$ cat src/rtl/xurg_pkg.sv
// ----------------------------------------------------------------------------
// xurg_pkg: shared definitions of the xoshiro256** generator
// Holds the mixing constants, the action codes and the common widths.
// ----------------------------------------------------------------------------
package xurg_pkg;

  localparam int unsigned WordW  = 64;
  localparam int unsigned HalfW  = 32;
  localparam int unsigned BoundW = 31;
  localparam int unsigned ActW   = 2;

  localparam logic [WordW-1:0] GOLDEN_GAMMA    = 64'h9e3779b97f4a7c15;
  localparam logic [WordW-1:0] MIX_MUL_A       = 64'hbf58476d1ce4e5b9;
  localparam logic [WordW-1:0] MIX_MUL_B       = 64'h94d049bb133111eb;
  localparam logic [WordW-1:0] SEED_ZERO_SUBST = 64'h6a09e667f3bcc909;

  localparam logic [ActW-1:0] ACT_RAW  = 2'd0;
  localparam logic [ActW-1:0] ACT_UNI  = 2'd1;
  localparam logic [ActW-1:0] ACT_SEED = 2'd2;

  typedef logic [WordW-1:0]  word_t;
  typedef logic [BoundW-1:0] bound_t;
  typedef logic [ActW-1:0]   act_t;

endpackage

$ cat src/rtl/xurg_ifs.sv
// ----------------------------------------------------------------------------
// xurg channel interfaces
// Valid/ready channels for request words, result words and seed writes.
// ----------------------------------------------------------------------------
interface xurg_in_if import xurg_pkg::*; ();
  logic   valid;
  logic   ready;
  act_t   action;
  bound_t bound;
  modport source (output valid, output action, output bound, input ready);
  modport sink   (input valid, input action, input bound, output ready);
endinterface

interface xurg_out_if import xurg_pkg::*; ();
  logic  valid;
  logic  ready;
  word_t value;
  modport source (output valid, output value, input ready);
  modport sink   (input valid, input value, output ready);
endinterface

interface xurg_cfg_if import xurg_pkg::*; ();
  logic  valid;
  logic  ready;
  word_t seed_value;
  modport source (output valid, output seed_value, input ready);
  modport sink   (input valid, input seed_value, output ready);
endinterface

$ cat src/rtl/xoshiro_uniform_random_generator_core.sv
// ----------------------------------------------------------------------------
// xoshiro_uniform_random_generator_core: xoshiro256** with splitmix64 seeding
// Raw 64-bit draws, unbiased uniform draws below a bound, and reseeding.
// ----------------------------------------------------------------------------
// The block handles one request word at a time and answers each with exactly
// one result word; in_ch.ready is high only while it is idle. A reseed runs
// four splitmix64 steps, each with two 64-bit multiplies on a shared 32x32
// multiplier (three partial products per multiply). A uniform draw first
// finds the rejection threshold on the bit-serial remainder unit, then makes
// raw draws, repeated while a draw falls below the threshold, and then takes
// the final modulo on the same unit. A bound of zero and the unused action
// code answer zero without a draw. After reset the block first expands seed
// one into the state, which keeps in_ch.ready low until the expansion ends.
// Seed writes on cfg_ch are always accepted and take effect on the next
// reseed; a result word waits in the output register until out_ch.ready
// takes it.
// ----------------------------------------------------------------------------
module xoshiro_uniform_random_generator_core import xurg_pkg::*; (
  input  logic       clk,
  input  logic       rst_n,
  xurg_in_if.sink    in_ch,
  xurg_out_if.source out_ch,
  xurg_cfg_if.sink   cfg_ch
);

  localparam logic [3:0] S_IDLE   = 4'd0;
  localparam logic [3:0] S_MIX_A  = 4'd1;
  localparam logic [3:0] S_MIX_WA = 4'd2;
  localparam logic [3:0] S_MIX_WB = 4'd3;
  localparam logic [3:0] S_THR    = 4'd4;
  localparam logic [3:0] S_RAW1   = 4'd5;
  localparam logic [3:0] S_RAW2   = 4'd6;
  localparam logic [3:0] S_CHK    = 4'd7;
  localparam logic [3:0] S_MOD    = 4'd8;
  localparam logic [3:0] S_OUT    = 4'd9;

  // Control state.
  logic [3:0] state_r, state_nxt;
  logic [1:0] k_r, k_nxt;
  logic       ann_r, ann_nxt;
  logic       uni_r, uni_nxt;
  word_t      seed_r, seed_nxt;
  word_t      acc_r, acc_nxt;

  // Datapath.
  word_t  s_r [4];
  word_t  s_nxt [4];
  word_t  m5_r, m5_nxt;
  word_t  res_r, res_nxt;
  word_t  value_r, value_nxt;
  bound_t thr_r, thr_nxt;
  bound_t bound_r, bound_nxt;

  // Shared units.
  logic   mul_start;
  word_t  mul_a;
  word_t  mul_b;
  logic   mul_done;
  word_t  mul_p;
  logic   div_start;
  word_t  div_num;
  bound_t div_den;
  logic   div_done;
  bound_t div_rem;

  word_t  acc_sum;
  word_t  rot7;
  word_t  t17;
  word_t  n0, n1, n2, n3;

  xurg_mul u_mul (
    .clk   (clk),
    .rst_n (rst_n),
    .start (mul_start),
    .op_a  (mul_a),
    .op_b  (mul_b),
    .done  (mul_done),
    .prod  (mul_p)
  );

  xurg_div u_div (
    .clk      (clk),
    .rst_n    (rst_n),
    .start    (div_start),
    .dividend (div_num),
    .divisor  (div_den),
    .done     (div_done),
    .rem      (div_rem)
  );

  // The xoshiro256** state update, applied in one step.
  always_comb begin
    acc_sum = acc_r + GOLDEN_GAMMA;
    rot7    = {m5_r[WordW-8:0], m5_r[WordW-1:WordW-7]};
    t17     = {s_r[1][WordW-18:0], 17'd0};
    n2      = s_r[2] ^ s_r[0];
    n3      = s_r[3] ^ s_r[1];
    n1      = s_r[1] ^ n2;
    n0      = s_r[0] ^ n3;
  end

  always_comb begin
    state_nxt = state_r;
    k_nxt     = k_r;
    ann_nxt   = ann_r;
    uni_nxt   = uni_r;
    seed_nxt  = seed_r;
    acc_nxt   = acc_r;
    m5_nxt    = m5_r;
    res_nxt   = res_r;
    value_nxt = value_r;
    thr_nxt   = thr_r;
    bound_nxt = bound_r;
    for (int i = 0; i < 4; i++) begin
      s_nxt[i] = s_r[i];
    end
    mul_start = 1'b0;
    mul_a     = acc_sum ^ (acc_sum >> 30);
    mul_b     = MIX_MUL_A;
    div_start = 1'b0;
    div_num   = res_r;
    div_den   = bound_r;

    if (cfg_ch.valid) begin
      seed_nxt = cfg_ch.seed_value;
    end

    unique case (state_r)
      S_IDLE: begin
        if (in_ch.valid) begin
          bound_nxt = in_ch.bound;
          value_nxt = '0;
          case (in_ch.action)
            ACT_RAW: begin
              uni_nxt   = 1'b0;
              state_nxt = S_RAW1;
            end
            ACT_UNI: begin
              uni_nxt = 1'b1;
              if (in_ch.bound == '0) begin
                state_nxt = S_OUT;
              end else begin
                // Threshold is (2^64 - bound) mod bound.
                div_start = 1'b1;
                div_num   = word_t'(0) - word_t'(in_ch.bound);
                div_den   = in_ch.bound;
                state_nxt = S_THR;
              end
            end
            ACT_SEED: begin
              ann_nxt   = 1'b1;
              k_nxt     = 2'd0;
              acc_nxt   = (seed_r == '0) ? SEED_ZERO_SUBST : seed_r;
              state_nxt = S_MIX_A;
            end
            default: begin
              state_nxt = S_OUT;
            end
          endcase
        end
      end
      S_MIX_A: begin
        acc_nxt   = acc_sum;
        mul_start = 1'b1;
        state_nxt = S_MIX_WA;
      end
      S_MIX_WA: begin
        if (mul_done) begin
          mul_start = 1'b1;
          mul_a     = mul_p ^ (mul_p >> 27);
          mul_b     = MIX_MUL_B;
          state_nxt = S_MIX_WB;
        end
      end
      S_MIX_WB: begin
        if (mul_done) begin
          s_nxt[k_r] = mul_p ^ (mul_p >> 31);
          k_nxt      = k_r + 2'd1;
          if (k_r == 2'd3) begin
            // The expansion after reset answers nothing; a reseed answers zero.
            state_nxt = ann_r ? S_OUT : S_IDLE;
            ann_nxt   = 1'b0;
          end else begin
            state_nxt = S_MIX_A;
          end
        end
      end
      S_THR: begin
        if (div_done) begin
          thr_nxt   = div_rem;
          state_nxt = S_RAW1;
        end
      end
      S_RAW1: begin
        m5_nxt    = s_r[1] + {s_r[1][WordW-3:0], 2'b00};
        state_nxt = S_RAW2;
      end
      S_RAW2: begin
        res_nxt   = rot7 + {rot7[WordW-4:0], 3'b000};
        s_nxt[0]  = n0;
        s_nxt[1]  = n1;
        s_nxt[2]  = n2 ^ t17;
        s_nxt[3]  = {n3[WordW-46:0], n3[WordW-1:WordW-45]};
        state_nxt = S_CHK;
      end
      S_CHK: begin
        if (!uni_r) begin
          value_nxt = res_r;
          state_nxt = S_OUT;
        end else if (res_r >= word_t'(thr_r)) begin
          div_start = 1'b1;
          state_nxt = S_MOD;
        end else begin
          // Rejected draw: the state has advanced, draw again.
          state_nxt = S_RAW1;
        end
      end
      S_MOD: begin
        if (div_done) begin
          value_nxt = word_t'(div_rem);
          state_nxt = S_OUT;
        end
      end
      S_OUT: begin
        if (out_ch.ready) begin
          state_nxt = S_IDLE;
        end
      end
      default: begin
        state_nxt = S_IDLE;
      end
    endcase
  end

  always_ff @(posedge clk) begin
    if (!rst_n) begin
      // Reset starts the expansion of seed one into the state.
      state_r <= S_MIX_A;
      k_r     <= 2'd0;
      ann_r   <= 1'b0;
      uni_r   <= 1'b0;
      seed_r  <= word_t'(1);
      acc_r   <= word_t'(1);
    end else begin
      state_r <= state_nxt;
      k_r     <= k_nxt;
      ann_r   <= ann_nxt;
      uni_r   <= uni_nxt;
      seed_r  <= seed_nxt;
      acc_r   <= acc_nxt;
    end
  end

  always_ff @(posedge clk) begin
    for (int i = 0; i < 4; i++) begin
      s_r[i] <= s_nxt[i];
    end
    m5_r    <= m5_nxt;
    res_r   <= res_nxt;
    value_r <= value_nxt;
    thr_r   <= thr_nxt;
    bound_r <= bound_nxt;
  end

  assign in_ch.ready  = (state_r == S_IDLE);
  assign out_ch.valid = (state_r == S_OUT);
  assign out_ch.value = value_r;
  assign cfg_ch.ready = 1'b1;

endmodule

$ cat src/rtl/xurg_mul.sv
// ----------------------------------------------------------------------------
// xurg_mul: iterative 64x64 multiplier, low half of the product
// Uses one 32x32 multiplier for the three partial products and accumulates them.
// ----------------------------------------------------------------------------
module xurg_mul import xurg_pkg::*; (
  input  logic  clk,
  input  logic  rst_n,
  input  logic  start,
  input  word_t op_a,
  input  word_t op_b,
  output logic  done,
  output word_t prod
);

  word_t             a_r;
  word_t             b_r;
  word_t             acc_r;
  logic [1:0]        cnt_r;
  logic              busy_r;
  logic              done_r;
  logic [HalfW-1:0]  x;
  logic [HalfW-1:0]  y;
  word_t             pp;

  // Only the three partial products that reach the low 64 bits are formed.
  always_comb begin
    case (cnt_r)
      2'd0:    begin x = a_r[HalfW-1:0];     y = b_r[HalfW-1:0];     end
      2'd1:    begin x = a_r[HalfW-1:0];     y = b_r[WordW-1:HalfW]; end
      default: begin x = a_r[WordW-1:HalfW]; y = b_r[HalfW-1:0];     end
    endcase
    pp = word_t'(x) * word_t'(y);
  end

  always_ff @(posedge clk) begin
    if (!rst_n) begin
      busy_r <= 1'b0;
      done_r <= 1'b0;
      cnt_r  <= 2'd0;
    end else begin
      done_r <= 1'b0;
      if (start) begin
        busy_r <= 1'b1;
        cnt_r  <= 2'd0;
      end else if (busy_r) begin
        cnt_r <= cnt_r + 2'd1;
        if (cnt_r == 2'd2) begin
          busy_r <= 1'b0;
          done_r <= 1'b1;
        end
      end
    end
  end

  always_ff @(posedge clk) begin
    if (start) begin
      a_r <= op_a;
      b_r <= op_b;
    end else if (busy_r) begin
      if (cnt_r == 2'd0) begin
        acc_r <= pp;
      end else begin
        acc_r <= acc_r + {pp[HalfW-1:0], {HalfW{1'b0}}};
      end
    end
  end

  assign done = done_r;
  assign prod = acc_r;

endmodule

$ cat src/rtl/xurg_div.sv
// ----------------------------------------------------------------------------
// xurg_div: bit-serial remainder unit
// Restoring division of a 64-bit word by a 31-bit divisor, one bit a cycle.
// ----------------------------------------------------------------------------
module xurg_div import xurg_pkg::*; (
  input  logic   clk,
  input  logic   rst_n,
  input  logic   start,
  input  word_t  dividend,
  input  bound_t divisor,
  output logic   done,
  output bound_t rem
);

  word_t             num_r;
  bound_t            den_r;
  bound_t            rem_r;
  logic [5:0]        cnt_r;
  logic              busy_r;
  logic              done_r;
  logic [BoundW:0]   trial;
  logic [BoundW:0]   diff;
  logic              ge;

  // The partial remainder stays below the divisor, so 31 bits hold it.
  always_comb begin
    trial = {rem_r, num_r[WordW-1]};
    diff  = trial - {1'b0, den_r};
    ge    = (trial >= {1'b0, den_r});
  end

  always_ff @(posedge clk) begin
    if (!rst_n) begin
      busy_r <= 1'b0;
      done_r <= 1'b0;
      cnt_r  <= 6'd0;
    end else begin
      done_r <= 1'b0;
      if (start) begin
        busy_r <= 1'b1;
        cnt_r  <= 6'd0;
      end else if (busy_r) begin
        cnt_r <= cnt_r + 6'd1;
        if (cnt_r == 6'd63) begin
          busy_r <= 1'b0;
          done_r <= 1'b1;
        end
      end
    end
  end

  always_ff @(posedge clk) begin
    if (start) begin
      num_r <= dividend;
      den_r <= divisor;
      rem_r <= '0;
    end else if (busy_r) begin
      num_r <= {num_r[WordW-2:0], 1'b0};
      rem_r <= ge ? diff[BoundW-1:0] : trial[BoundW-1:0];
    end
  end

  assign done = done_r;
  assign rem  = rem_r;

endmodule
$ cat src/flat_wrapper.sv
// flat-port wrapper written by rule: the top's interface ports become plain ports
module xoshiro_uniform_random_generator_core_flat import xurg_pkg::*;
  (clk, rst_n, in_ch_valid, in_ch_action, in_ch_bound, in_ch_ready, out_ch_valid, out_ch_value, out_ch_ready, cfg_ch_valid, cfg_ch_seed_value, cfg_ch_ready);
  xurg_in_if in_ch_i ();
  xurg_out_if out_ch_i ();
  xurg_cfg_if cfg_ch_i ();
  input  logic clk;
  input  logic rst_n;
  input wire logic [$bits(in_ch_i.valid)-1:0] in_ch_valid;
  input wire logic [$bits(in_ch_i.action)-1:0] in_ch_action;
  input wire logic [$bits(in_ch_i.bound)-1:0] in_ch_bound;
  output wire logic [$bits(in_ch_i.ready)-1:0] in_ch_ready;
  output wire logic [$bits(out_ch_i.valid)-1:0] out_ch_valid;
  output wire logic [$bits(out_ch_i.value)-1:0] out_ch_value;
  input wire logic [$bits(out_ch_i.ready)-1:0] out_ch_ready;
  input wire logic [$bits(cfg_ch_i.valid)-1:0] cfg_ch_valid;
  input wire logic [$bits(cfg_ch_i.seed_value)-1:0] cfg_ch_seed_value;
  output wire logic [$bits(cfg_ch_i.ready)-1:0] cfg_ch_ready;
  assign in_ch_i.valid = in_ch_valid;
  assign in_ch_i.action = in_ch_action;
  assign in_ch_i.bound = in_ch_bound;
  assign in_ch_ready = in_ch_i.ready;
  assign out_ch_valid = out_ch_i.valid;
  assign out_ch_value = out_ch_i.value;
  assign out_ch_i.ready = out_ch_ready;
  assign cfg_ch_i.valid = cfg_ch_valid;
  assign cfg_ch_i.seed_value = cfg_ch_seed_value;
  assign cfg_ch_ready = cfg_ch_i.ready;
  xoshiro_uniform_random_generator_core u_core (.clk(clk), .rst_n(rst_n), .in_ch(in_ch_i), .out_ch(out_ch_i), .cfg_ch(cfg_ch_i));
endmodule
$ cat config.mk
export PLATFORM = sky130hd
export DESIGN_NAME = xoshiro_uniform_random_generator_core_flat
export DESIGN_NICKNAME = d
export VERILOG_FILES = /design/src/rtl/xurg_pkg.sv /design/src/rtl/xurg_ifs.sv /design/src/rtl/xoshiro_uniform_random_generator_core.sv /design/src/rtl/xurg_mul.sv /design/src/rtl/xurg_div.sv /design/src/flat_wrapper.sv
export SDC_FILE = /design/constraint.sdc
export NUM_CORES = 2
export LEC_CHECK = 0
export ABC_AREA = 0
export BUFFER_PORTS_ARGS = -buffer_cell sky130_fd_sc_hd__clkbuf_2
export CAP_MARGIN = 20
export CORE_MARGIN = 4
export CORE_UTILIZATION = 40
export CTS_CLUSTER_DIAMETER = 120
export DETAILED_ROUTE_END_ITERATION = 16
export RECOVER_POWER = 50
export SKIP_LAST_GASP = 1
export SYNTH_ARGS = -nofsm -noshare
export SYNTH_HDL_FRONTEND = slang
export SYNTH_SLANG_ARGS = --single-unit
$ cat constraint.sdc
create_clock -name clk -period 9.4 [get_ports clk]
set_input_delay 0.94 -clock clk [delete_from_list [all_inputs] [get_ports clk]]
set_output_delay 0.94 -clock clk [all_outputs]
set_load 0.02 [all_outputs]
# Word-level counts from Yosys, hierarchy flattened

Memories as Yosys holds them, arrays and structs flattened.
Index checks and enable logic that the tools add are counted.
Widths: inputs -> output; s select.

Register bits after elaboration: 720
Memory bits (writable): 256
Output and inout bits: 67
Word-level logic and storage cells: 169
Memories: 1

Memory list:

| name       | words | bits a word | read ports | clocked after memory_dff | wr ports | line                                        | RTL |
|---|---|---|---|---|---|---|---|
| u_core.s_r | 4     | 64          | 4          | 0                        | 4        | xoshiro_uniform_random_generator_core.sv:46 | `word_t s_r [4];` |

Add/sub/neg operators: 9
$mul: 1
Magnitude comparators: 4
Eq/ne operators: 24
Mux-type cells: 69
Bitwise logic cells: 13
Reduce and logical (&&, ||, !) cells: 25

Operators by type and width:

| cell                   | count |
|---|---|
| $mux 64                | 16 |
| $pmux 256 s2           | 1 |
| $xor 64x64->64         | 5 |
| $bwmux 256             | 1 |
| $mux 256               | 1 |
| $add 64x64->64         | 3 |
| $pmux 64 s3            | 1 |
| $mux 31                | 5 |
| $demux 64 s2           | 1 |
| $pmux 64 s2            | 1 |
| $add 64x64->64 const B | 1 |
| $ge 64x31->1           | 1 |
| $logic_not 64->1       | 1 |
| $mul 32x32->64         | 1 |
| $mux 32                | 2 |
| $xor 64x33->64         | 1 |
| $xor 64x34->64         | 1 |
| $xor 64x37->64         | 1 |
| $mux 62                | 1 |
| $mux 4                 | 11 |
| $pmux 4 s10            | 1 |
| $ge 32x31->1           | 1 |
| $sub 1x31->32 const A  | 1 |
| $logic_not 31->1       | 1 |
| 33 further kinds       | 85 |

# Logic depth before layout (Yosys ltp)

Depth after elaboration: 8
Depth in mapped cells: 45
Mapped depth without buffers: 42

# Hierarchy

Synthesis repeated with hierarchy kept, for this count alone.

Cells, all modules: 9,061
Area total of the unflattened synthesis: 87,926.8 µm²

Modules (own cells, without submodules):

| module                                | times used | cells each | area an instance (µm²) | seq. area each (µm²) |
|---|---|---|---|---|
| xurg_mul                              | 1          | 4,322      | 41,238.3               | 5,845.6 |
| xoshiro_uniform_random_generator_core | 1          | 4,150      | 39,713.1               | 18,037.3 |
| xurg_div                              | 1          | 589        | 6,975.4                | 3,633.5 |

# Least setup slack after synthesis

OpenSTA, ideal clock, no wires.

Path kind: reg-to-reg
Start: reg u_core.u_mul.cnt_r[1]
End: reg u_core.u_mul.acc_r[63] (netlist: u_core.u_mul.prod[63]), data pin
Library setup time: 261 ps
Arrival: 9,833 ps
Path slack: -694 ps
Stages on the path, launching flop included: 44
Buffers on the path: 2
Period minus slack after synthesis: 10,094 ps
Cell sequence: dfxtp_1 > inv_1 > ha_1 > clkbuf_1 > nor2_1 > clkbuf_1 > mux2_2 > nand2_1 > inv_1 > nor2_1 > inv_1 > nand2_1 > fa_1 > inv_1 > fa_1 > inv_1 > fa_1 > inv_1 > [... 8 more ...] > a2111oi_2 > o21a_1 > o21ai_1 > a311o_1 > a2111oi_2 > nor2_1 > xor2_1 > ha_1 > a21oi_1 > o21ai_0 > o21bai_1 > a21oi_1 > nor2b_1 > a211oi_1 > o21ai_0 > xnor2_1 > o32ai_1 > nor2_1

Cells in the longest elaborated chain, start to end: 6
Elaborated cells on any way between the ends: 8

RTL lines:

| element                                              | line                           | RTL |
|---|---|---|
| from (decl)                                          | xurg_mul.sv:18                 | `logic [1:0] cnt_r;` |
| from (signal assigned)                               | xurg_mul.sv:46                 | `cnt_r <= cnt_r + 2'd1;` |
| $eq 2x1->1 / $logic_not 2->1 (equally long branches) | xurg_mul.sv:27, xurg_mul.sv:60 |  |
| $reduce_or 2->1 (no line)                            | --                             |  |
| $mux 32                                              | xurg_mul.sv:27                 | `case (cnt_r)` |
| $mul 32x32->64                                       | xurg_mul.sv:32                 | `pp = word_t'(x) * word_t'(y);` |
| $add 64x64->64                                       | xurg_mul.sv:63                 | `acc_r <= acc_r + {pp[HalfW-1:0], {HalfW{1'b0}}};` |
| $mux 64 (*)                                          | xurg_mul.sv:60                 | `if (cnt_r == 2'd0) begin` |
| to (signal assigned)                                 | xurg_mul.sv:61                 | `acc_r <= pp;` |
| to (signal assigned)                                 | xurg_mul.sv:63                 |  |
| to (decl)                                            | xurg_mul.sv:17                 | `word_t acc_r;` |

Every way passes the cells marked *; elsewhere a longest branch is shown, timed or not.
A chain may end at the register's enable or synchronous reset.

# Worst setup path after layout

Start: reg u_core.u_mul.cnt_r[0]
End: reg u_core.u_mul.acc_r[60] (netlist: u_core.u_mul.prod[60]), data pin

Same word-level chain as after synthesis.

==> impl_metrics.json <==
{
  "outcome": "finished, violations left",
  "violations": "max-capacitance violations, max-slew violations, negative setup slack",
  "die_w_um": 461,
  "finalSetupViolCount": 2,
  "synth-seq-cells": 914,
  "finalHoldViolCount": 0,
  "cts_sinks": 914,
  "cts_inserted_buffers": 97,
  "drt-pass1-iter-count": 6,
  "drive_above_1_share_pct": 14.2,
  "syn_avg_cell_area_sq_um": 9.88,
  "crit_buf_inv": 9,
  "crit_fanout": 7,
  "seq_area_frac_synth_pct": 31.3,
  "reg2reg_depth": 38,
  "maxCapViolCount": 21,
  "finalMaxSlewViolations": 1139,
  "insertion_delay_ns": 0.74,
  "rows": 165,
  "yosysUniqueCellTypes": 111,
  "die_h_um": 461,
  "yosys.area_share.adder_pct": 28.7,
  "startpoint_type": "flop",
  "layout_min_cycle_time_ns": 9.50,
  "critPathKind": "reg2reg",
  "synthTopCellsByArea": "edfxtp_1 27%, fa_1 20%, ha_1 8.5%",
  "relSlewSlack_pct": -181,
  "worst_slew_pin_slew_ns": 4.22,
  "synth_common_cells": "1113 x inv_1, 827 x fa_1, 735 x edfxtp_1",
  "dieArea_sq_um": 212000,
  "drc": 0,
  "cp_data_required_time_ns": 9.86,
  "layout.nets": 10400,
  "initial_core_util_pct": 40.4,
  "viasPerCell": 5.58,
  "grt_use_total_pct": 28.1,
  "place.gp.congestion": 0.996,
  "portBuffers": 167,
  "place_inst": 11500,
  "whs_path_depth": 3,
  "setup_tns_ns": -0.106,
  "synth_compound_area_share_pct": 11.7,
  "synthXorXnorAreaFrac_pct": 7.83,
  "synth_area_sq_um": 82000,
  "ys.flop_type": "edfxtp_1",
  "grt_pass1_wl_mm": 441,
  "cts.path.max_buffers": 3,
  "clk_pin_slew_worst_paths_ns": 0.07,
  "htree_levels": 3,
  "pin_count": 169,
  "synthSimpleGateAreaFrac_pct": 12.0,
  "drt_iter0_drc": 6940,
  "dp_hpwl_mm": 244,
  "synth_warnings": 0,
  "nFillCells": 19300,
  "synth_cells": 8302,
  "synth_enable_flop_cells": 735,
  "synthArstFlopShare_pct": 0,
  "whs_ns": 0.457,
  "path_delay_family": "adder cells",
  "synth_mux_area_share_pct": 1.76,
  "num_vias": 65200,
  "yosysTopAreaCellShare_pct": 26.9,
  "cp.arrival_ns": 9.97,
  "ant_nets": 0,
  "crit_cells": 38,
  "synth_nets": 9788,
  "synth_most_common_cell": "inv_1",
  "cts_hold_buf": 0,
  "grt_pass1_vias": 64800,
  "avgRoutedWirePerCell_um": 25.9,
  "finalNonFillerCells": 11700,
  "fin_skew_ns": 0.0331,
  "synth_top_family_by_area": "adder cells",
  "cts_tree": "done",
  "grt_max_degree": 119,
  "finalCritPeriodShare_pct": 101,
  "crit_top_cell": "fa_1",
  "grt_antenna_before_repair": 8,
  "grt_overflow": 0,
  "crit_slowest_cell": "fa_2",
  "grt_setup_unrepaired": "yes",
  "syn_to_final_growth_pct": 15.6,
  "hold_class": "in2reg",
  "final.setup.worst_slack_ns": -0.103,
  "synth_top_area_cell": "edfxtp_1",
  "cpPeakStageDelay_ns": 0.60,
  "core_sq_um": 203000,
  "wl_mm": 303,
  "cts_root_buf": "clkbuf_16",
  "endpoint_kind": "flop",
  "max_freq_mhz": 105
}
==> repair_timing <==
item | CTS | global route
pin swaps | 62 | 108
setup endpoints to repair | 17 | 19
hold endpoints to repair | 0 | 0
buffers inserted | 13 | 24
resized for setup | 82 | 226
==> state kept, by name, indices dropped and copies added (netlist names), 2 cells and up <==
register,count
u_core.acc_r,64
u_core.bound_r,31
u_core.k_r,2
u_core.m5_r,64
u_core.out_ch.value,64
u_core.res_r,64
u_core.s_r,256
u_core.seed_r,64
u_core.state_r,4
u_core.thr_r,31
u_core.u_div.cnt_r,6
u_core.u_div.den_r,31
u_core.u_div.num_r,64
u_core.u_div.rem,31
u_core.u_mul.a_r,64
u_core.u_mul.b_r,2
u_core.u_mul.cnt_r,2
u_core.u_mul.prod,64
==> worst register-to-register path: cells and delay by family, from the launching register on <==
family	cells	cell delay [ns]
flops	1	0.39
simple gates	6	0.64
mux	1	0.33
compound gates	9	1.70
fa+ha+maj	11	5.02
buf+inv	9	0.84
xor+xnor	2	0.34
==> per-layer routing <==
metal	routed length, um	track usage [%]	vias up
met1	129000	39.1	32600
met4	12200	9.56	4
met5	30	0	-
met3	26700	5.74	451
li1	-	-	29200
met2	135000	43.7	2891
==> final timing paths <==
path                         startpoint                    end  slack (ns)
setup / recovery  u_core.u_mul.cnt_r[0]  u_core.u_mul.prod[60]       -0.10
setup reg to reg  u_core.u_mul.cnt_r[0]  u_core.u_mul.prod[60]       -0.10
hold reg to reg        u_core.seed_r[1]        u_core.acc_r[1]        0.50
hold / removal    cfg_ch_seed_value[38]      u_core.seed_r[38]        0.46
==> stage by stage <==
| stage | area, sq um | utilization, % | worst slack (ns) |
|---|---|---|---|
| after floorplan | 82300 | - | 0.000524 |
| after global placement | 90300 | 44.5 | -0.550 |
| after detailed placement | 90400 | 44.5 | -0.625 |
| after CTS | 94100 | 46.3 | -0.00371 |
| after global routing | 94800 | 46.7 | -0.356 |
| final | 94900 | 46.7 | -0.103 |
==> kinds of logic (layout without fill, tap and decap cells) <==
group,count (synthesis),count (layout)
and+or+nand+nor,2130,2130
AOI/OAI and AO/OA,1533,1533
buffers and inverters,1467,2180
adders and majority gates,1384,1384
DFF,914,914
xor gates and xnor gates,731,731
muxes,142,142
other,1,7
==> layout by cell type (no fill, tap or decap), drive strengths merged, types with 63 or more instances in the layout <==
master  instances
ha            557
xnor2         425
dfxtp         179
xor2          305
clkbuf        317
buf           697
a22o           63
nand3         257
fa            827
nand2         710
mux2i         122
and3           90
nand4          67
nor2          583
edfxtp        735
and2          121
a21o          145
nor3           72
a21oi         444
inv          1120
o21ai         477
==> area by class of cell <==
cell class                      instances  area (sq um)  share of cell area [%]
Multi-Input combinational cell       5921         52200                    55.0
Sequential cell                       914         25700                    27.1
Timing Repair Buffer                  880          6180                    6.51
Inverter                             1116          4210                    4.43
Tap cell                             2672          3340                    3.52
Clock buffer                          134          2740                    2.89
Clock inverter                         50           564                   0.595
Antenna cell                            6          15.0                  0.0158
Power is left out: the tool's default activity adds up to more than one toggle a clock period on the data nets, which glitch-free logic cannot reach.
